<file path="src/hdl/pcrt_pkg.sv">
// shared types and constants for the ycc row triple to rgb converter
package pcrt_pkg;

  // field widths
  localparam int POS_W  = 12;
  localparam int BAND_W = 8;
  localparam int ROW_W  = 9;
  localparam int COL_W  = 10;
  localparam int K_W    = 9;
  localparam int PIX_W  = 8;
  localparam int MODE_W = 2;

  // resolution mode codes, anything above full size acts as full size
  localparam logic [MODE_W-1:0] MODE_BASE = 2'd0;
  localparam logic [MODE_W-1:0] MODE_MID  = 2'd1;

  // smallest image width
  localparam int BASE_WIDTH = 192;

  // color matrix coefficients, scaled by 1e7
  localparam logic        [15:0] K_Y  = 16'd54980;
  localparam logic signed [17:0] K_RR = 18'sd51681;
  localparam logic signed [17:0] K_GB = 18'sd15446;
  localparam logic signed [17:0] K_GR = 18'sd26325;
  localparam logic signed [17:0] K_BB = 18'sd79533;

  // chroma offsets
  localparam logic signed [9:0] OFS_CB = 10'sd156;
  localparam logic signed [9:0] OFS_CR = 10'sd137;

  // sums at or above this give full scale (2*s/78125 >= 256)
  localparam logic signed [27:0] SAT_LIMIT = 28'sd10000000;

  // exact floor(x/78125) for x below 2^25: (x * RECIP) >> RECIP_SHIFT
  localparam logic [25:0] RECIP       = 26'd56294996;
  localparam int          RECIP_SHIFT = 42;

  // one issued row memory read and what travels with it
  typedef struct packed {
    logic             valid;
    logic             rsel;
    logic [ROW_W-1:0] row;
    logic [COL_W-1:0] column;
    logic [PIX_W-1:0] cr;
    logic             last;
    logic             done;
  } tag_t;

  // one finished pixel
  typedef struct packed {
    logic [ROW_W-1:0] row;
    logic [COL_W-1:0] column;
    logic [PIX_W-1:0] red;
    logic [PIX_W-1:0] green;
    logic [PIX_W-1:0] blue;
    logic             last;
    logic             done;
  } pixel_t;

endpackage

</file>
<file path="src/hdl/pcrt_conv.sv">
// color matrix pipeline with exact scaling, clamping and output skid buffer
module pcrt_conv (
  input  logic                       clk,
  input  logic                       rst,
  input  pcrt_pkg::tag_t             rd_tag,
  input  logic [pcrt_pkg::PIX_W-1:0] luma1_q,
  input  logic [pcrt_pkg::PIX_W-1:0] luma2_q,
  input  logic [pcrt_pkg::PIX_W-1:0] cb_q,
  input  logic                       pixel_stall,
  output logic                       adv,
  output logic                       pixel_valid,
  output pcrt_pkg::pixel_t           pixel
);

  typedef struct packed {
    logic        zero;
    logic        sat;
    logic [24:0] x;
  } chan_t;

  // clamp flags and doubled sum of one channel
  function automatic chan_t chan_prep(input logic signed [27:0] s);
    chan_t c;
    c.zero = s[27] || (s == '0);
    c.sat  = (s >= pcrt_pkg::SAT_LIMIT);
    c.x    = {s[23:0], 1'b0};
    return c;
  endfunction

  // floor(x/78125) by reciprocal, then clamp
  function automatic logic [7:0] chan_value(input chan_t c);
    logic [50:0] p;
    p = 51'(c.x) * 51'(pcrt_pkg::RECIP);
    if (c.zero) begin
      return 8'd0;
    end
    if (c.sat) begin
      return 8'd255;
    end
    return p[pcrt_pkg::RECIP_SHIFT+7:pcrt_pkg::RECIP_SHIFT];
  endfunction

  logic                    v1, v2, v3, v4;
  pcrt_pkg::tag_t          tag1, tag2, tag3;
  logic [23:0]             py;
  logic signed [27:0]      prr, pgb, pgr, pbb;
  chan_t                   cr3, cg3, cb3;
  pcrt_pkg::pixel_t        s4_pix;
  pcrt_pkg::pixel_t        skid_pix;
  logic                    skid_full;

  logic [7:0]              y;
  logic signed [9:0]       db, dr;
  logic signed [27:0]      sr, sg, sb;

  // the pipeline moves while the skid stage is free
  assign adv = !skid_full;

  // stage one inputs: luma row select and chroma differences
  assign y  = tag1.rsel ? luma2_q : luma1_q;
  assign db = $signed({2'b00, cb_q}) - pcrt_pkg::OFS_CB;
  assign dr = $signed({2'b00, tag1.cr}) - pcrt_pkg::OFS_CR;

  // stage two sums
  assign sr = $signed({4'b0000, py}) + prr;
  assign sg = $signed({4'b0000, py}) - pgb - pgr;
  assign sb = $signed({4'b0000, py}) + pbb;

  // valid bits and output handshake control
  always_ff @(posedge clk) begin
    if (rst) begin
      v1          <= 1'b0;
      v2          <= 1'b0;
      v3          <= 1'b0;
      v4          <= 1'b0;
      pixel_valid <= 1'b0;
      skid_full   <= 1'b0;
    end else begin
      if (adv) begin
        v1 <= rd_tag.valid;
        v2 <= v1;
        v3 <= v2;
        v4 <= v3;
      end
      if (!pixel_valid || !pixel_stall) begin
        pixel_valid <= skid_full || (v4 && adv);
        skid_full   <= 1'b0;
      end else if (v4 && adv) begin
        skid_full <= 1'b1;
      end
    end
  end

  // datapath registers
  always_ff @(posedge clk) begin
    if (adv) begin
      tag1 <= rd_tag;
      // products
      tag2 <= tag1;
      py   <= 24'(y) * pcrt_pkg::K_Y;
      prr  <= 28'(dr) * pcrt_pkg::K_RR;
      pgb  <= 28'(db) * pcrt_pkg::K_GB;
      pgr  <= 28'(dr) * pcrt_pkg::K_GR;
      pbb  <= 28'(db) * pcrt_pkg::K_BB;
      // sums and clamp flags
      tag3 <= tag2;
      cr3  <= chan_prep(sr);
      cg3  <= chan_prep(sg);
      cb3  <= chan_prep(sb);
      // scaled components
      s4_pix.row    <= tag3.row;
      s4_pix.column <= tag3.column;
      s4_pix.red    <= chan_value(cr3);
      s4_pix.green  <= chan_value(cg3);
      s4_pix.blue   <= chan_value(cb3);
      s4_pix.last   <= tag3.last;
      s4_pix.done   <= tag3.done;
    end
    // output register and skid
    if (!pixel_valid || !pixel_stall) begin
      pixel <= skid_full ? skid_pix : s4_pix;
    end else if (adv) begin
      skid_pix <= s4_pix;
    end
  end

endmodule

</file>
<file path="config.mk">
export PLATFORM = sky130hd
export DESIGN_NAME = pcrt_conv
export DESIGN_NICKNAME = d
export VERILOG_FILES = /design/src/hdl/pcrt_pkg.sv /design/src/hdl/pcrt_conv.sv
export SDC_FILE = /design/constraint.sdc
export NUM_CORES = 2
export LEC_CHECK = 0
export ABC_AREA = 1
export BUFFER_PORTS_ARGS = -buffer_cell sky130_fd_sc_hd__clkbuf_2
export CAP_MARGIN = 20
export CORE_MARGIN = 5
export CORE_UTILIZATION = 55
export CTS_CLUSTER_DIAMETER = 100
export CTS_CLUSTER_SIZE = 16
export DETAILED_ROUTE_END_ITERATION = 7
export PLACE_DENSITY = 0.68
export SYNTH_ARGS = -nofsm -noshare
export SYNTH_HDL_FRONTEND = slang
export SYNTH_SLANG_ARGS = --single-unit
</file>
<file path="constraint.sdc">
create_clock -name clk -period 13.74 [get_ports clk]
set_input_delay 2.748 -clock clk [delete_from_list [all_inputs] [get_ports clk]]
set_output_delay 2.748 -clock clk [all_outputs]
set_load 0.02 [all_outputs]
</file>
Word level (Yosys, flattened, before mapping) --
Cells that the tools add are included.
Storage, ports and cells: latch bits 0, bits in registers 424, memory bits (writable) 0, bits in read-only memories 0, memories kept 0, output and inout port bits 47
Cells by class: shift operators 0, equality and inequality tests 0, $mul 8, reductions and logical operators 13, divide/modulo/power cells 0, bitwise operators 0, muxes and demuxes 29, add/subtract/negate cells 6, order comparisons 3
Operator list (number):
- 24-bit by 24-bit multiplier with 47-bit output (second input constant) | 3
- 8-bit 2-to-1 mux | 13
- 28-bit by 25-bit >= comparator with 1-bit output (second input constant) | 3
- 28-bit logical NOT | 3
- 25-bit by 28-bit adder with 28-bit output | 2
- 45-bit 2-to-1 mux | 1
- 25-bit by 28-bit subtractor with 28-bit output | 1
- 28-bit subtractor | 1
- 9-bit by 18-bit multiplier with 27-bit output (second input constant) | 1
- 9-bit by 17-bit multiplier with 26-bit output (second input constant) | 1
- 9-bit by 16-bit multiplier with 25-bit output (second input constant) | 1
- 9-bit by 14-bit multiplier with 23-bit output (second input constant) | 1
- 8-bit by 14-bit multiplier with 22-bit output (second input constant) | 1
- 8-bit by 8-bit subtractor with 9-bit output (second input constant) | 2
- 1-bit 2-to-1 mux | 15
- 1-bit logical OR | 5
- 1-bit logical NOT | 3
- 2-bit OR reduction | 1
- 1-bit logical AND | 1

Longest topological paths before layout --
depth in word-level cells 6, depth in mapped cells 28

Least setup slack after synthesis --
OpenSTA, ideal clock, no wires.
path kind flip-flop to output port, from reg skid_full, to out adv, cell stages (with the launch flop) 4, arrival 9333 ps, data required time 10992 ps, path slack 1659 ps, cells stage by stage dfxtp_1 > clkbuf_1 > clkinv_1 > clkbuf_1
On the way: longest elaborated chain between the ends 1
Ends and longest elaborated chain:
- start: declaration | RTL line pcrt_conv.sv:50 | logic skid_full;
- start signal: assignment | RTL line pcrt_conv.sv:77 | skid_full <= 1'b0;
- start signal: assignment | RTL line pcrt_conv.sv:87 | skid_full <= 1'b0;
- start signal: assignment | RTL line pcrt_conv.sv:89 | skid_full <= 1'b1;
- 1-bit logical NOT | RTL line pcrt_conv.sv:57 | assign adv = !skid_full;
- end: declaration | RTL line pcrt_conv.sv:10 | output logic adv,
Every way passes these cells.

Worst setup path in the final report --
from in cb_q[2] (netlist bit), to reg pbb[19] (data pin)
On the way: longest elaborated chain between the ends 2
Ends and longest elaborated chain:
- start: declaration | RTL line pcrt_conv.sv:8 | input logic [pcrt_pkg::PIX_W-1:0] cb_q,
- 8-bit by 8-bit subtractor with 9-bit output | RTL line pcrt_conv.sv:61 | assign db = $signed({2'b00, cb_q}) - pcrt_pkg::OFS_CB;
- 9-bit by 18-bit multiplier with 27-bit output | RTL line pcrt_conv.sv:104 | pbb <= 28'(db) * pcrt_pkg::K_BB;
- end signal: assignment | RTL line pcrt_conv.sv:104
- end: declaration | RTL line pcrt_conv.sv:46 | logic signed [27:0] prr, pgb, pgr, pbb;
Every way passes these cells. A chain may end at the register's enable or synchronous reset.

==> qor.yml <==
routing:
  route.vias.total: 46700
  wl_um: 180000
  drt-initial-drc-count: 3580
  drtPass1Iterations: 5
  drc_errors: 0
  ant_nets: 0
  routed_via_density: 5.33
  wl_per_cell_um: 20.6
timing:
  worst_pin_slew_ns: 1.03
  finalCritPeriodShare: 0.555
  hold_violations: 0
  final.min_clock_period_ns: 7.62
  relSlewSlack: 0.311
  timing.fmax_ghz: 0.131
  finClkSkew_ns: 0.0264
  finalMaxSlewViolations: 0
  finalSetupViolations: 0
  fin_tns_setup_ns: 0
  rsz0062_at_grt: "no"
logic_synthesis:
  synthCells: 7001
  synth_area_leaders: "fa_1 32%, ha_1 20%, edfxtp_1 18%"
  ys_ff_latch: 410
  syn_area_per_cell_um2: 9.39
  synth_area_mm2: 0.0658
  yosys.area.top_type_share: 0.319
  synth_area_leader_cell: "fa_1"
  ys_seq_area_frac: 0.186
  async_flop_share: 0
  synth_nets: 9140
  ys_types: 49
  synth_flop_cell: "edfxtp_1"
  synth_warnings: 0
  synth_edf_count: 404
clock_tree:
  cts_inserted_buffers: 35
  clk_path_buf_depth: 3
  ctsRootBufferMaster: "clkbuf_16"
  cts-resized-gates: 0
  clk_latency_ns: 0.61
  clk_pin_slew_worst_paths_ns: 0.07
  clock-sinks: 410
  cts_tree: "built"
  htree_levels: 2
  hold_buffers: 0
  cts_setup_buffers: 0
critical_path:
  cp.arrival_ns: 7.97
  startpoint_type: "input port"
  reg2reg_from: "cr3[3]"
  path_cells: "clkbuf_2 -> ha_1 -> nand2_1 -> inv_1 -> nor2_1 -> ha_1 -> fa_1 -> fa_1 -> fa_1 -> fa_1 -> ha_1 -> a21oi_1 -> nand2_1 -> a21oi_1 -> o21ai_0 -> a21oi_1 -> o221ai_1 -> xor2_1"
  cpPeakStageDelay_ns: 0.58
  crit_top_cell: "fa_1"
  cp_top_family: "adder cells"
  timing.critical_path.buf_inv: 2
  endpoint_kind: "flip-flop"
  r2r-end: "s4_pix[18]"
  cp_max_fo: 7
  cp_slowest_cell: "nor2_1"
  reg2reg_slack_ns: 6.81
  critPathKind: "in -> reg"
  cp.required_ns: 14.09
  reg2regPathDepth: 22
hold_path:
  worstHoldPathCells: 0
  hold_path.class: "reg -> reg"
  hold_end: "tag3[11]"
  hold_start: "tag2[11]"
die:
  die_h_um: 356
  rows: 126
  die_area_mm2: 0.127
  ioPinCount: 105
  core_area_mm2: 0.118
  initial_utilization: 0.555
  dieWidth_um: 356
run_status:
  status: "complete, no violations"
global_routing:
  grt_usage: 0.293
  grt_overflow_total: 0
  grt_pass1_vias: 49100
  grt_pass1_wl_um: 284000
  grt_antenna_before_repair: 1
  grt_max_degree: 73
placement:
  dpl.hpwl_um: 160000
  io_buffers: 104
  gp_congestion: 1.00
cells_and_area:
  area_growth_pct: 5.54
  drive_gt1_frac: 0.0321
  final_common_cell: "inv_1"
  final_cell_mix: "1928 x inv_1, 1142 x nand2_1, 1047 x fa_1"
  fin_nets: 9279
flow_run:
  maxCapViolations: 0
-- logic make-up (layout without fill, tap and decap cells) --
| family | after synthesis | in the layout | share of synthesized area |
|---|---|---|---|
| simple gates | 1850 | 1850 | 0.118 |
| mux | 4 | 4 | 0.000685 |
| buf+inv | 1948 | 2104 | 0.111 |
| other cells | 0 | 1 | 0 |
| compound gates | 565 | 565 | 0.0495 |
| flops | 410 | 410 | 0.186 |
| xor+xnor | 143 | 143 | 0.0190 |
| fa+ha+maj | 2081 | 2081 | 0.515 |
-- Yosys cell counts, types with 2 or more instances --
cell type	n
a211oi_1	9
a21boi_0	7
a21o_1	51
a21oi_1	252
a31o_2	3
a31oi_1	47
and2_1	3
and3_1	4
clkbuf_1	12
dfxtp_1	6
edfxtp_1	404
fa_1	1047
ha_1	1034
inv_1	1929
inv_2	5
mux2_2	4
nand2_1	1143
nand2_2	15
nand3_1	182
nand3_2	6
nand3b_1	23
nand4_1	63
nor2_1	314
nor2_2	14
nor3_1	38
nor3_2	5
nor4_1	23
nor4_2	2
o2111ai_1	2
o211ai_1	10
o21a_1	11
o21ai_0	121
o21ai_1	4
o21bai_1	35
o221ai_1	2
o31ai_1	9
or2_1	2
or2_2	8
xnor2_1	51
xor2_1	92
-- flip-flops by register name (all words and copies together) (netlist names), 23 cells and up --
name and count:
pixel 45, s4_pix 45, skid_pix 45, tag1 30, pbb 27, cb3 26, cg3 26, prr 26
cr3 25, pgr 23
-- layer usage --
metal,global-route usage,up-vias,wire [um]
met2,0.453,1448,79200
met4,0.0924,0,6730
met3,0.0517,249,13100
met5,0,-,0
met1,0.424,22900,81000
li1,-,22000,-
-- worst max-delay path by stage --
| stage | from | to | slack, ns | cells past startpoint |
|---|---|---|---|---|
| 2_1_floorplan | skid_full | adv | 1.66 | 3 |
| 3_3_place_gp | cb_q[2] | pbb[23] | 5.53 | 22 |
| 3_5_place_dp | cb_q[2] | pbb[19] | 5.45 | 18 |
| 4_1_cts | cb_q[2] | pbb[19] | 6.10 | 18 |
| 5_1_grt | cb_q[4] | pbb[22] | 5.79 | 24 |
| 6_report | cb_q[2] | pbb[19] | 6.12 | 18 |
-- per-stage QoR --
step                      hold slack [ns]  std cells  worst slack [ns]  utilization  cell area [um2]
after floorplan                     0.400       7001              1.66            -            65800
after global placement              0.400       8703              5.53        0.577            68300
after detailed placement            0.405       8703              5.45        0.577            68300
after CTS                           0.420       8757              6.10        0.586            69400
after global routing                0.422       8757              5.79        0.586            69400
final                               0.416       8758              6.12        0.586            69400
-- area by class of cell --
class | instances | area, um2
fill | 10500 | 49000
multi-input combinational | 4643 | 46200
sequential | 410 | 12300
inverter | 1935 | 7270
tap | 1600 | 2000
clock buffer | 41 | 898
timing repair buffer | 115 | 603
clock inverter | 13 | 174
antenna | 1 | 2.50
Power is left out: the tool's default activity adds up to more than one toggle a clock period on the data nets, which glitch-free logic cannot reach.
