### src/hdl/pcrt_pkg.sv
// shared types and constants for the ycc row triple to rgb converter
package pcrt_pkg;

  // field widths
  localparam int POS_W  = 12;
  localparam int BAND_W = 8;
  localparam int ROW_W  = 9;
  localparam int COL_W  = 10;
  localparam int K_W    = 9;
  localparam int PIX_W  = 8;
  localparam int MODE_W = 2;

  // resolution mode codes, anything above full size acts as full size
  localparam logic [MODE_W-1:0] MODE_BASE = 2'd0;
  localparam logic [MODE_W-1:0] MODE_MID  = 2'd1;

  // smallest image width
  localparam int BASE_WIDTH = 192;

  // color matrix coefficients, scaled by 1e7
  localparam logic        [15:0] K_Y  = 16'd54980;
  localparam logic signed [17:0] K_RR = 18'sd51681;
  localparam logic signed [17:0] K_GB = 18'sd15446;
  localparam logic signed [17:0] K_GR = 18'sd26325;
  localparam logic signed [17:0] K_BB = 18'sd79533;

  // chroma offsets
  localparam logic signed [9:0] OFS_CB = 10'sd156;
  localparam logic signed [9:0] OFS_CR = 10'sd137;

  // sums at or above this give full scale (2*s/78125 >= 256)
  localparam logic signed [27:0] SAT_LIMIT = 28'sd10000000;

  // exact floor(x/78125) for x below 2^25: (x * RECIP) >> RECIP_SHIFT
  localparam logic [25:0] RECIP       = 26'd56294996;
  localparam int          RECIP_SHIFT = 42;

  // one issued row memory read and what travels with it
  typedef struct packed {
    logic             valid;
    logic             rsel;
    logic [ROW_W-1:0] row;
    logic [COL_W-1:0] column;
    logic [PIX_W-1:0] cr;
    logic             last;
    logic             done;
  } tag_t;

  // one finished pixel
  typedef struct packed {
    logic [ROW_W-1:0] row;
    logic [COL_W-1:0] column;
    logic [PIX_W-1:0] red;
    logic [PIX_W-1:0] green;
    logic [PIX_W-1:0] blue;
    logic             last;
    logic             done;
  } pixel_t;

endpackage

### src/hdl/pcrt_ctrl.sv
// stream position tracking, row buffer writes and the four-read pixel sequencer
module pcrt_ctrl #(
  parameter int MAX_WIDTH = 768
) (
  input  logic                              clk,
  input  logic                              rst,
  input  logic                              cfg_valid,
  input  logic [pcrt_pkg::MODE_W-1:0]       cfg_data,
  input  logic                              data_valid,
  input  logic [pcrt_pkg::PIX_W-1:0]        data_byte,
  output logic                              data_stall,
  input  logic                              adv,
  output logic                              luma1_we,
  output logic                              luma2_we,
  output logic [$clog2(MAX_WIDTH)-1:0]      luma_wr_addr,
  output logic                              cb_we,
  output logic [$clog2(MAX_WIDTH/2)-1:0]    cb_wr_addr,
  output logic [pcrt_pkg::PIX_W-1:0]        wr_data,
  output logic                              rd_en,
  output logic [$clog2(MAX_WIDTH)-1:0]      luma_rd_addr,
  output logic [$clog2(MAX_WIDTH/2)-1:0]    cb_rd_addr,
  output pcrt_pkg::tag_t                    rd_tag
);

  localparam int LW = $clog2(MAX_WIDTH);
  localparam int CW = $clog2(MAX_WIDTH / 2);
  localparam int PW = pcrt_pkg::POS_W;

  // image widths per mode after fitting into the row buffers
  localparam int W0 = pcrt_pkg::BASE_WIDTH;
  localparam int W1 = (2 * W0 > MAX_WIDTH) ? W0 : 2 * W0;
  localparam int W2 = (4 * W0 > MAX_WIDTH) ? W1 : 4 * W0;

  // last band index per mode
  localparam int B0M = W0 / 3 - 1;
  localparam int B1M = W1 / 3 - 1;
  localparam int B2M = W2 / 3 - 1;

  logic [pcrt_pkg::MODE_W-1:0] mode;
  logic [PW-1:0]               pos;
  logic [pcrt_pkg::BAND_W-1:0] band;
  logic                        seq_active;
  logic [1:0]                  seq_n;
  logic [pcrt_pkg::K_W-1:0]    seq_k;
  logic [pcrt_pkg::PIX_W-1:0]  seq_cr;
  logic [pcrt_pkg::BAND_W-1:0] seq_band;
  logic                        seq_done;

  logic [PW-1:0]               w;
  logic [PW-1:0]               half;
  logic [PW-1:0]               two_w;
  logic [PW-1:0]               cr_start;
  logic [PW-1:0]               pos_e;
  logic [pcrt_pkg::BAND_W-1:0] bands_m1;
  logic [PW-1:0]               l2_off;
  logic [PW-1:0]               cb_off;
  logic [PW-1:0]               k_off;
  logic                        is_l1;
  logic                        is_l2;
  logic                        is_cb;
  logic                        is_cr;
  logic                        k_last;
  logic                        band_done;
  logic                        in_fire;

  // geometry of the current mode
  always_comb begin
    unique case (mode)
      pcrt_pkg::MODE_BASE: begin
        w        = PW'(W0);
        bands_m1 = pcrt_pkg::BAND_W'(B0M);
      end
      pcrt_pkg::MODE_MID: begin
        w        = PW'(W1);
        bands_m1 = pcrt_pkg::BAND_W'(B1M);
      end
      default: begin
        w        = PW'(W2);
        bands_m1 = pcrt_pkg::BAND_W'(B2M);
      end
    endcase
  end

  assign half     = w >> 1;
  assign two_w    = w << 1;
  assign cr_start = two_w + half;
  assign pos_e    = (pos >= two_w + w) ? '0 : pos;
  assign l2_off   = pos_e - w;
  assign cb_off   = pos_e - two_w;
  assign k_off    = pos_e - cr_start;

  // which part of the band the next byte belongs to
  always_comb begin
    is_l1 = 1'b0;
    is_l2 = 1'b0;
    is_cb = 1'b0;
    is_cr = 1'b0;
    priority if (pos_e < w) begin
      is_l1 = 1'b1;
    end else if (pos_e < two_w) begin
      is_l2 = 1'b1;
    end else if (pos_e < cr_start) begin
      is_cb = 1'b1;
    end else begin
      is_cr = 1'b1;
    end
  end

  assign k_last    = (k_off == half - 1'b1);
  assign band_done = k_last && (band >= bands_m1);

  // a cr byte holds the input until its last read goes out
  assign data_stall = !adv || (seq_active && (seq_n != 2'd3));
  assign in_fire    = data_valid && !data_stall;

  // row buffer writes
  assign luma1_we     = in_fire && is_l1;
  assign luma2_we     = in_fire && is_l2;
  assign cb_we        = in_fire && is_cb;
  assign luma_wr_addr = is_l1 ? pos_e[LW-1:0] : l2_off[LW-1:0];
  assign cb_wr_addr   = cb_off[CW-1:0];
  assign wr_data      = data_byte;

  // position, band and sequencer control
  always_ff @(posedge clk) begin
    if (rst) begin
      mode       <= pcrt_pkg::MODE_BASE;
      pos        <= '0;
      band       <= '0;
      seq_active <= 1'b0;
      seq_n      <= '0;
    end else begin
      if (cfg_valid) begin
        mode <= cfg_data;
        pos  <= '0;
        band <= '0;
      end else if (in_fire) begin
        if (is_cr && k_last) begin
          pos  <= '0;
          band <= band_done ? '0 : band + 1'b1;
        end else begin
          pos <= pos_e + 1'b1;
        end
      end
      // a new cr byte restarts the sequence as the previous one ends
      if (in_fire && is_cr) begin
        seq_active <= 1'b1;
        seq_n      <= '0;
      end else if (seq_active && adv) begin
        seq_n <= seq_n + 1'b1;
        if (seq_n == 2'd3) begin
          seq_active <= 1'b0;
        end
      end
    end
  end

  // payload of the cr byte being worked on
  always_ff @(posedge clk) begin
    if (in_fire && is_cr) begin
      seq_k    <= k_off[pcrt_pkg::K_W-1:0];
      seq_cr   <= data_byte;
      seq_band <= band;
      seq_done <= band_done;
    end
  end

  // one luma read per pixel, even row first, then odd row
  always_comb begin
    rd_tag.valid  = seq_active;
    rd_tag.rsel   = seq_n[1];
    rd_tag.row    = {seq_band, seq_n[1]};
    rd_tag.column = {seq_k, seq_n[0]};
    rd_tag.cr     = seq_cr;
    rd_tag.last   = (seq_n == 2'd3);
    rd_tag.done   = seq_done && (seq_n == 2'd3);
  end

  assign rd_en        = seq_active && adv;
  assign luma_rd_addr = rd_tag.column[LW-1:0];
  assign cb_rd_addr   = seq_k[CW-1:0];

endmodule

### config.mk
export PLATFORM = sky130hd
export DESIGN_NAME = pcrt_ctrl
export DESIGN_NICKNAME = d
export VERILOG_FILES = /design/src/hdl/pcrt_pkg.sv /design/src/hdl/pcrt_ctrl.sv
export SDC_FILE = /design/constraint.sdc
export NUM_CORES = 1
export LEC_CHECK = 0
export ABC_AREA = 1
export BUFFER_PORTS_ARGS = -buffer_cell sky130_fd_sc_hd__buf_2
export CORE_MARGIN = 8
export CORE_UTILIZATION = 35
export DETAILED_ROUTE_END_ITERATION = 7
export SYNTH_ARGS = -nofsm -noshare
export SYNTH_HDL_FRONTEND = slang
export SYNTH_SLANG_ARGS = --single-unit
### constraint.sdc
create_clock -name clk -period 7.4 [get_ports clk]
set_input_delay 0.74 -clock clk [delete_from_list [all_inputs] [get_ports clk]]
set_output_delay 0.74 -clock clk [all_outputs]
set_load 0.05 [all_outputs]
# Yosys cells after proc, flatten, opt, wreduce, memory -nomap -nowiden
# Cells that the tools add are included.
[totals]
reg_bits = 51
in_bits = 15
output_inout_bits = 82
word_cells = 65
[classes]
n_addsub = 9
order_cmp = 5
eq_ne = 4
mux = 18
reduce_logical = 20
[op_table]
columns = ["cell", "count"]
rows = [
  ["12-bit two-way mux", 2],
  ["10-bit case mux with 2 select lines", 1],
  ["8-bit case mux with 2 select lines", 1],
  ["11-bit by 10-bit adder with 12-bit output", 1],
  ["11-bit by 9-bit adder with 12-bit output", 1],
  ["12-bit by 1-bit adder with 12-bit output (second input constant)", 1],
  ["12-bit == test", 1],
  ["12-bit greater-or-equal comparator", 1],
  ["12-bit by 10-bit < comparator with 1-bit output", 1],
  ["12-bit by 11-bit < comparator with 1-bit output", 1],
  ["12-bit < comparator", 1],
  ["1-bit two-way mux", 12],
  ["12-bit subtractor", 1],
  ["1-bit logical AND", 10],
  ["10-bit two-way mux", 1],
  ["10-bit subtractor", 1],
  ["9-bit by 1-bit subtractor with 10-bit output (second input constant)", 1],
  ["9-bit subtractor", 1],
  ["8-bit by 1-bit adder with 8-bit output (second input constant)", 1],
  ["8-bit greater-or-equal comparator", 1],
  ["8-bit two-way mux", 1],
  ["2-bit AND reduction", 2],
  ["2-bit nonzero test", 2],
  ["2-bit OR reduction", 2],
  ["7 further kinds", 8],
]

# Depth between registers and ports, before layout
# Gate-level depths: netlist of the first run.
[logic_depth]
ltp_word = 12
ltp_mapped = 31
mapped_depth_nobuf = 31

# Least setup slack after synthesis of the first run
# Ideal clock, no wire load.
[synth_path]
path_type = "register to output"
from = "register mode[0] in the netlist's numbering"
to = "output port luma_wr_addr[6]"
arrival_ns = 4.912
t_required_ns = 6.660
setup_slack_ns = 1.748
stages_incl_launch_ff = 20
path_buffers = 0
cell_sequence = "dfxtp_1 nor2_4 inv_1 ha_1 inv_1 ha_1 a21o_1 nor2_4 nand2_4 nor2_1 inv_1 ha_1 fa_1 inv_1 nand3_1 nand2_1 nand2_1 nand2_2 inv_1 o21ai_0"
[synth_via]
elab_chain_len = 8
elab_cells_between_ends = 10
cone_classes = "add/sub (2); order compare (2); eq/ne (1); mux (4); reduce/logical (1)"
[synth_lines]
columns = ["element", "line_no", "source"]
rows = [
  ["from (decl)", "pcrt_ctrl.sv:39", "logic [pcrt_pkg::MODE_W-1:0] mode;"],
  ["from (signal assigned)", "pcrt_ctrl.sv:127", "mode <= pcrt_pkg::MODE_BASE;"],
  ["from (signal assigned)", "pcrt_ctrl.sv:134", "mode <= cfg_data;"],
  ["2-bit by 1-bit == test with 1-bit output / 2-bit zero test (equally long branches)", "pcrt_ctrl.sv:68", "unique case (mode)"],
  ["10-bit case mux with 2 select lines (*)", "pcrt_ctrl.sv:68", ""],
  ["11-bit by 10-bit adder with 12-bit output", "pcrt_ctrl.sv:87", "assign pos_e = (pos >= two_w + w) ? '0 : pos;"],
  ["12-bit greater-or-equal comparator", "pcrt_ctrl.sv:87", ""],
  ["12-bit two-way mux", "pcrt_ctrl.sv:87", ""],
  ["12-bit by 10-bit < comparator with 1-bit output", "pcrt_ctrl.sv:98", "priority if (pos_e < w) begin"],
  ["1-bit two-way mux", "pcrt_ctrl.sv:98", ""],
  ["10-bit two-way mux (*)", "pcrt_ctrl.sv:120", "assign luma_wr_addr = is_l1 ? pos_e[LW-1:0] : l2_off[LW-1:0];"],
  ["to (decl)", "pcrt_ctrl.sv:15", "output logic [$clog2(MAX_WIDTH)-1:0] luma_wr_addr,"],
]
# Mark *: on every way between the ends. The rest lies on a longest branch, timed or not.

# Final worst setup path of the first run
# Ends and elaborated chain as after synthesis.

==> results.json, run 1 <==
{
  "outcome": "finished, final reports clean",
  "worstSetupPathType": "flop to primary output",
  "cts_made_buffers": 5,
  "crit_path_end_kind": "primary output",
  "postCtsSetupBuffers": 0,
  "ant_nets": 0,
  "clk_pin_slew_ns": 0.10,
  "reg2reg_slack_ns": 2.58,
  "path_common_cell": "inv_1",
  "core-area_um2": 10100,
  "gp_congestion": 0.893,
  "syn_nets": 505,
  "final_area_um2": 4020,
  "final_cells": 661,
  "synthFlopType": "edfxtp_1",
  "ff2ff_path_depth": 23,
  "port_buffers": 96,
  "cp_max_fo": 10,
  "rsz0062_at_grt": "no",
  "netlist_instances": 463,
  "yosys_warnings": 0,
  "cts_num_sinks": 51,
  "die_area_um2": 13700,
  "finalSetupViolations": 0,
  "synth_area_leaders": "edfxtp_1, dfxtp_1, nand2_1, ha_1, buf_4",
  "nets": 566,
  "dr.pass1.iters": 4,
  "post_dp_cell_area_um2": 3910,
  "crit_buf_inv": 6,
  "initial_core_util": 0.353,
  "die_x_um": 117,
  "drv_cap": 0,
  "worst_slew_pin_slew_ns": 1.15,
  "synth_top_cell_area_share": 0.219,
  "grt_pass1_wl_mm": 12.5,
  "drc": 0,
  "hold_buffers": 0,
  "clock_path_buffers": 2,
  "cts_resized": 0,
  "crit_required_ns": 6.66,
  "grt_pass1_vias": 2615,
  "die_h_um": 117,
  "rr_endpoint": "band[7]",
  "vias": 2949,
  "power.total_mw": 0.648,
  "fmax_mhz": 195,
  "yosysSeqAreaShare": 0.359,
  "path_delay_family": "simple AND/OR/NAND/NOR gates",
  "wl_per_cell_um": 12.1,
  "avgSynthCellArea_um2": 7.70,
  "area_delta_synth_final_pct": 12.8,
  "rows": 37,
  "crit_slowest_cell": "nor2_1",
  "max_slew_margin": 0.232,
  "period_needed_ns": 5.14,
  "vias_per_cell": 4.46,
  "cts_tree": "yes",
  "clock_latency_ns": 0.31,
  "drt-initial-drc-count": 125,
  "routed_wirelength_mm": 8.02,
  "antenna_cells": 0,
  "slew_viol_final": 0,
  "post-route-period-util": 0.694,
  "ir_worst_vdd_mv": 0.0741,
  "synth_top_area_cell": "edfxtp_1",
  "min_path_type": "flop to flop",
  "setup.worst_path.end": "luma_wr_addr[6]",
  "io_pins": 97,
  "ys_seq_elements": 51,
  "tns_ns": 0,
  "cp-start-kind": "flop",
  "dp_cells": 653,
  "grt_util_all_layers": 0.114,
  "yosys.cell_types.count": 38,
  "htreeDepth": 2,
  "slowest_delay_ns": 0.48,
  "hold_viol_final": 0,
  "crit_arrival_ns": 4.40,
  "synth_edf_count": 26,
  "finClkSkew_ns": 0.00797,
  "rr_startpoint": "mode[0]",
  "antenna_found_initial": 0,
  "dp.final_hpwl_mm": 6.42,
  "syn_area_um2": 3570,
  "synth_most_common_cell": "nand2_1",
  "overflow": 0,
  "drive_above_1_share": 0.253,
  "grt_max_degree": 30,
  "critical_path_depth": 20,
  "async_flop_share": 0,
  "cp-startpoint": "mode[0]",
  "post-route-util": 0.399,
  "ctsRootBufferMaster": "clkbuf_8",
  "synth_top_cells_by_count": "nand2_1, inv_1, nor2_1",
  "power_leakage_nw": 2.16,
  "cp_cell_sequence": "nor2_4, inv_1, ha_1, inv_1, ha_1, a21o_1, nor2_4, nand2_4, nor2_1, inv_1, ha_1, fa_1, inv_1, nand3_1, nand2_1, nand2_1, nand2_2, inv_1, o21ai_0, buf_2",
  "power_density_nw_per_um2": 161
}
[layout make-up]
class                           instances  area (um2)
Clock buffer                            5        68.8
Fill cell                            1059        6070
Inverter                               77         289
Timing Repair Buffer                   96         480
Clock inverter                          3        46.3
Tap cell                              136         170
Sequential cell                        51        1280
Multi-Input combinational cell        293        1690
[placed cells by master (no fill, tap or decap), types with 3 or more instances in the layout]
master	count
buf_2	96
nand2_1	95
inv_1	74
nor2_1	58
edfxtp_1	26
ha_1	25
dfxtp_1	25
a21oi_1	21
nand3_1	17
o21ai_0	16
xor2_1	10
nand2_2	6
clkbuf_8	5
nor2_4	4
nand2_4	4
inv_2	3
nand3_2	3
nand4_1	3
xnor2_1	3
o21ai_1	3
nor3_1	3
[flip-flops by register name, summed over array words and instances (netlist names)]
register	count
seq_band	8
seq_cr	8
seq_n	2
mode	2
seq_active	1
seq_done	1
pos	12
cb_rd_addr	9
band	8
[per-stage QoR]
stage	hold slack, ns	worst slack, ns
after floorplan	0.437	1.75
after global placement	0.463	2.75
after detailed placement	0.460	2.59
after CTS	0.486	2.26
after global routing	0.499	1.88
final	0.486	2.26
[power by group]
group	switching [mW]	internal, mW	total, mW
Combinational	0.104	0.0414	0.146
Clock	0.0993	0.102	0.201
Sequential	0.00302	0.298	0.301
[cell families after synthesis]
logic type,synth area share
other,0.00211
adders and majority gates,0.0989
AOI/OAI and AO/OA,0.0737
xor gates and xnor gates,0.0319
and+or+nand+nor,0.266
DFF,0.359
buffers and inverters,0.168
[worst min path at each step]
stage,startpoint,end,cells past startpoint
after floorplan,band[6],seq_band[6],0
final,band[6],seq_band[6],0
after global placement,band[6],seq_band[6],0
after global routing,band[6],seq_band[6],0
after detailed placement,band[6],seq_band[6],0
after CTS,band[6],seq_band[6],0
[per-layer routing]
metal | global-route usage | wire length, um | vias up
li1 | - | - | 1540
met1 | 0.150 | 3640 | 1321
met2 | 0.188 | 3490 | 82
met3 | 0.0210 | 809 | 6
met4 | 0.0282 | 80 | 0
met5 | 0 | 0 | -
Power figures use the tool's default switching activity.
==> run 2: changes to the inputs <==
Clock period 7.4 ns to 4.59 ns, I/O delays scaled along.
==> results.json, run 2 (synthesized netlist as in run 1, its figures left out) <==
{
  "post-route-period-util": 0.902,
  "finalSetupViolations": 0,
  "crit_path_end_kind": "primary output",
  "rr_startpoint": "mode[1]",
  "post-route-util": 0.404,
  "dp.final_hpwl_mm": 6.65,
  "nets": 573,
  "hold_viol_final": 0,
  "area_delta_synth_final_pct": 14.2,
  "power_density_nw_per_um2": 246,
  "crit_required_ns": 4.13,
  "rows": 37,
  "wl_per_cell_um": 12.4,
  "finClkSkew_ns": 0.00564,
  "largest_reg_flops": 12,
  "worstSetupPathType": "flop to primary output",
  "vias_per_cell": 4.44,
  "cp_max_fo": 10,
  "gp_congestion": 0.852,
  "holdPathEnd": "seq_cr[5]",
  "cp_cell_sequence": "inv_1, nand2_1, ha_1, inv_1, ha_1, nand2_1, a21oi_1, nor2_4, nand2_4, nor2_2, ha_1, a21oi_1, nand2_1, nand2_1, nand2_1, nand2_2, nand2_1, nand2_2, a21oi_4, nor2_1, buf_2",
  "dr.pass1.iters": 4,
  "power_leakage_nw": 2.20,
  "worst_slew_pin_slew_ns": 1.15,
  "cts_num_sinks": 51,
  "path_delay_family": "simple AND/OR/NAND/NOR gates",
  "worstHoldStart": "data_byte[5]",
  "htreeDepth": 2,
  "vias": 2968,
  "whs_path_depth": 1,
  "die_x_um": 117,
  "slowest_delay_ns": 0.36,
  "ir_worst_vdd_mv": 0.105,
  "grt_pass1_wl_mm": 13.3,
  "die_h_um": 117,
  "multi_input_area_um2": 1700,
  "fmax_mhz": 242,
  "crit_arrival_ns": 3.68,
  "drc": 0,
  "antenna_cells": 0,
  "routed_wirelength_mm": 8.26,
  "die_area_um2": 13700,
  "drv_cap": 0,
  "drt-initial-drc-count": 144,
  "clock_latency_ns": 0.31,
  "rr_endpoint": "band[4]",
  "final_cell_mix": "buf_2, nand2_1, inv_1",
  "cts_tree": "yes",
  "max_slew_margin": 0.230,
  "cts_made_buffers": 5,
  "regMostFlops": "pos",
  "grt_max_degree": 20,
  "overflow": 0,
  "period_needed_ns": 4.14,
  "ant_nets": 0,
  "cp-start-kind": "flop",
  "ff2ff_path_depth": 30,
  "port_buffers": 96,
  "final_area_um2": 4070,
  "clock_path_buffers": 2,
  "grt_pass1_vias": 2845,
  "path_common_cell": "nand2_1",
  "drive_above_1_share": 0.269,
  "outcome": "finished, final reports clean",
  "ctsRootBufferMaster": "clkbuf_8",
  "nFillCells": 1062,
  "min_path_type": "primary input to flop",
  "crit_buf_inv": 3,
  "initial_core_util": 0.353,
  "regArea_um2": 1280,
  "io_pins": 97,
  "rsz0062_at_grt": "no",
  "layout_commonest_cell": "buf_2",
  "clk_pin_slew_ns": 0.10,
  "hold_buffers": 0,
  "core-area_um2": 10100,
  "post_dp_cell_area_um2": 3940,
  "crit_slowest_cell": "dfxtp_2",
  "slew_viol_final": 0,
  "reg2reg_slack_ns": 0.53,
  "grt_util_all_layers": 0.121,
  "antenna_found_initial": 0
}
[run 2: cell count changes in the layout (fill, tap and decap cells not counted)]
cell,previous run,this run
buf_4,0,7
bufinv_16,1,0
clkinv_4,0,2
clkinvlp_4,1,0
dfxtp_1,25,24
dfxtp_2,0,1
inv_6,1,0
inv_8,0,1
nand4_2,2,1
nand4_4,0,1
nor2_1,58,56
nor2_2,2,4
o21ai_0,16,14
o21ai_1,3,5
[run 2: metal layers]
| layer | vias to the layer above | wire [um] | global-route usage |
|---|---|---|---|
| met4 | 0 | 125 | 0.0401 |
| met3 | 10 | 812 | 0.0195 |
| li1 | 1547 | - | - |
| met2 | 98 | 3620 | 0.200 |
| met1 | 1313 | 3700 | 0.157 |
| met5 | - | 0 | 0 |
[run 2: area by class of cell]
class                      count  share of cell area
inverter                      77              0.0710
timing repair buffer         103               0.131
tap                          136              0.0418
clock buffer                   5              0.0169
clock inverter                 3             0.00707
sequential                    51               0.315
multi-input combinational    293               0.418
[run 2: per-stage QoR]
step	TNS, ns	cells	hold slack, ns	worst slack [ns]	power, mW
CTS	0	665	0.317	0.100	1.01
floorplan	-0.0971	463	0.437	-0.0485	0.686
global route	0	668	0.312	0.0367	1.06
finish	0	668	0.329	0.451	1.00
detailed placement	0	657	0.469	0.238	0.735
global placement	0	657	0.462	0.392	0.732
[run 2: how the worst max path moves through the flow]
| stage | startpoint | to | slack, ns | cells past startpoint |
|---|---|---|---|---|
| CTS | mode[0] | cb_we | 0.10 | 20 |
| finish | mode[1] | cb_we | 0.45 | 21 |
| global placement | mode[0] | band[2] | 0.39 | 27 |
| floorplan | mode[0] | luma_wr_addr[6] | -0.05 | 19 |
| global route | mode[1] | band[5] | 0.04 | 30 |
| detailed placement | mode[0] | pos[8] | 0.24 | 27 |
[run 2: where the power goes]
part / leakage [nW] / switching (mW) / internal, mW / total, mW
clock: 0.0502 / 0.159 / 0.113 / 0.272
combinational: 1.72 / 0.173 / 0.0708 / 0.243
sequential: 0.432 / 0.00523 / 0.481 / 0.486
[run 2: timing repair]
| item | in CTS | in global routing |
|---|---|---|
| buffers inserted | 0 | 3 |
| gates resized for setup | 1 | 2 |
| gates cloned | 0 | 0 |
| pin swaps | 0 | 2 |
| setup endpoints to repair | 1 | 25 |
==> run 3: changes to the inputs <==
Clock period 4.59 ns to 4.85 ns, I/O delays scaled along.
==> results.json, run 3 (synthesized netlist as in run 1, its figures left out) <==
{
  "finClkSkew_ns": 0.00743,
  "max_slew_margin": 0.188,
  "die_h_um": 117,
  "vias": 3008,
  "nFillCells": 1055,
  "use_met3": 0.0144,
  "die_area_um2": 13700,
  "finalSetupViolations": 0,
  "cp-start-kind": "flop",
  "cp_max_fo": 10,
  "nets": 570,
  "drv_cap": 0,
  "power_density_nw_per_um2": 236,
  "grtUsageMet1": 0.166,
  "clock_path_buffers": 2,
  "antenna_found_initial": 0,
  "slew_viol_final": 0,
  "whs_ns": 0.351,
  "routed_wirelength_mm": 8.44,
  "power.total_mw": 0.957,
  "power_leakage_nw": 2.18,
  "grt_util_met2": 0.192,
  "cts_made_buffers": 5,
  "area_delta_synth_final_pct": 13.6,
  "ant_nets": 0,
  "clock_latency_ns": 0.31,
  "drt-initial-drc-count": 153,
  "period_needed_ns": 4.49,
  "rsz0062_at_grt": "yes",
  "rows": 37,
  "crit_arrival_ns": 4.01,
  "ctsRootBufferMaster": "clkbuf_8",
  "grt_pass1_wl_mm": 13.1,
  "min_path_type": "primary input to flop",
  "antenna_cells": 0,
  "dp.final_hpwl_mm": 6.81,
  "clk_pin_slew_ns": 0.11,
  "drive_above_1_share": 0.261,
  "layout_commonest_cell": "nand2_1",
  "hold_buffers": 0,
  "cts_tree": "yes",
  "outcome": "finished, final reports clean",
  "dp_slack_ns": 0.522,
  "io_pins": 97,
  "drc": 0,
  "overflow": 0,
  "core-area_um2": 10100,
  "grt_max_degree": 20,
  "final_cell_mix": "nand2_1, buf_2, inv_1",
  "grt_util_all_layers": 0.120,
  "regMostFlops": "pos",
  "post-route-period-util": 0.927,
  "cts_num_sinks": 51,
  "crit_path_end_kind": "primary output",
  "die_x_um": 117,
  "vias_per_cell": 4.52,
  "port_buffers": 96,
  "initial_core_util": 0.353,
  "post-route-util": 0.401,
  "dr.pass1.iters": 4,
  "multi_input_area_um2": 1690,
  "grt_pass1_vias": 2720,
  "largest_reg_flops": 12,
  "regArea_um2": 1280,
  "htreeDepth": 2,
  "grt.busiest_layer": "met2",
  "hold_viol_final": 0,
  "crit_required_ns": 4.37,
  "setup_slack_ns": 0.355,
  "wl_per_cell_um": 12.7,
  "ir_worst_vdd_mv": 0.126,
  "gp_congestion": 0.858,
  "fmax_mhz": 222,
  "worst_slew_pin_slew_ns": 1.21,
  "worstSetupPathType": "flop to primary output",
  "postCtsSetupBuffers": 0
}
==> run 3: cell types whose count changed in the layout (fill, tap and decap cells not counted), sizes merged <==
cell	previous run	this run
buf	103	97
clkbuf	5	8
==> run 3: repair_timing <==
action	4_1_cts	5_1_grt
resized for setup	0	4
endpoints found under the hold margin	0	0
endpoints found under the setup margin	0	6
==> run 3: report_power, final <==
part / internal [mW] / total, mW / switching (mW)
registers: 0.455 / 0.460 / 0.00486
clock network: 0.107 / 0.267 / 0.160
logic: 0.0664 / 0.229 / 0.163
total: 0.629 / 0.957 / 0.328
==> run 3: routing by layer <==
metal,vias to the layer above,part of all wire
met5,-,0
met4,0,0.015
met3,13,0.094
met2,99,0.42
met1,1347,0.47
li1,1549,-
==> run 3: area by class of cell <==
type	count	share of cell area
clock buffer	5	0.0170
clock inverter	3	0.00711
inverter	77	0.0714
multi-input combinational	293	0.418
sequential	51	0.316
tap	136	0.0420
timing repair buffer	100	0.128
==> run 3: path summary, 6_finish.rpt <==
| kind | startpoint | endpoint | slack (ns) | cells after the start |
|---|---|---|---|---|
| worst max-delay path | mode[1] | cb_we | 0.36 | 20 |
| worst min-delay path | data_byte[1] | seq_cr[1] | 0.35 | 1 |
| worst max register to register | mode[1] | pos[10] | 0.58 | 27 |
| worst min register to register | band[6] | seq_band[6] | 0.48 | 0 |
==> run 3: stage by stage <==
| step | std cells | cell area (um2) | TNS (ns) |
|---|---|---|---|
| after floorplan | 463 | 3570 | 0 |
| after global placement | 657 | 3940 | 0 |
| after detailed placement | 657 | 3940 | 0 |
| after CTS | 665 | 4040 | 0 |
| after global routing | 665 | 4050 | -0.000234 |
| final | 665 | 4050 | 0 |
==> run 3: worst max-delay path, stage by stage, from the launching register on <==
cell	delay (ns)
dfxtp_1	0.43
inv_1	0.14
nand2_1	0.14
ha_1	0.16
inv_1	0.05
ha_1	0.28
a21o_1	0.19
nor2_4	0.24
nand2_4	0.16
nor2_4	0.23
inv_1	0.12
ha_1	0.24
fa_1	0.39
inv_1	0.07
nand3_1	0.09
nand2_1	0.08
nand2_1	0.08
nand2_2	0.14
nand2_4	0.09
nor2_1	0.12
buf_2	0.28
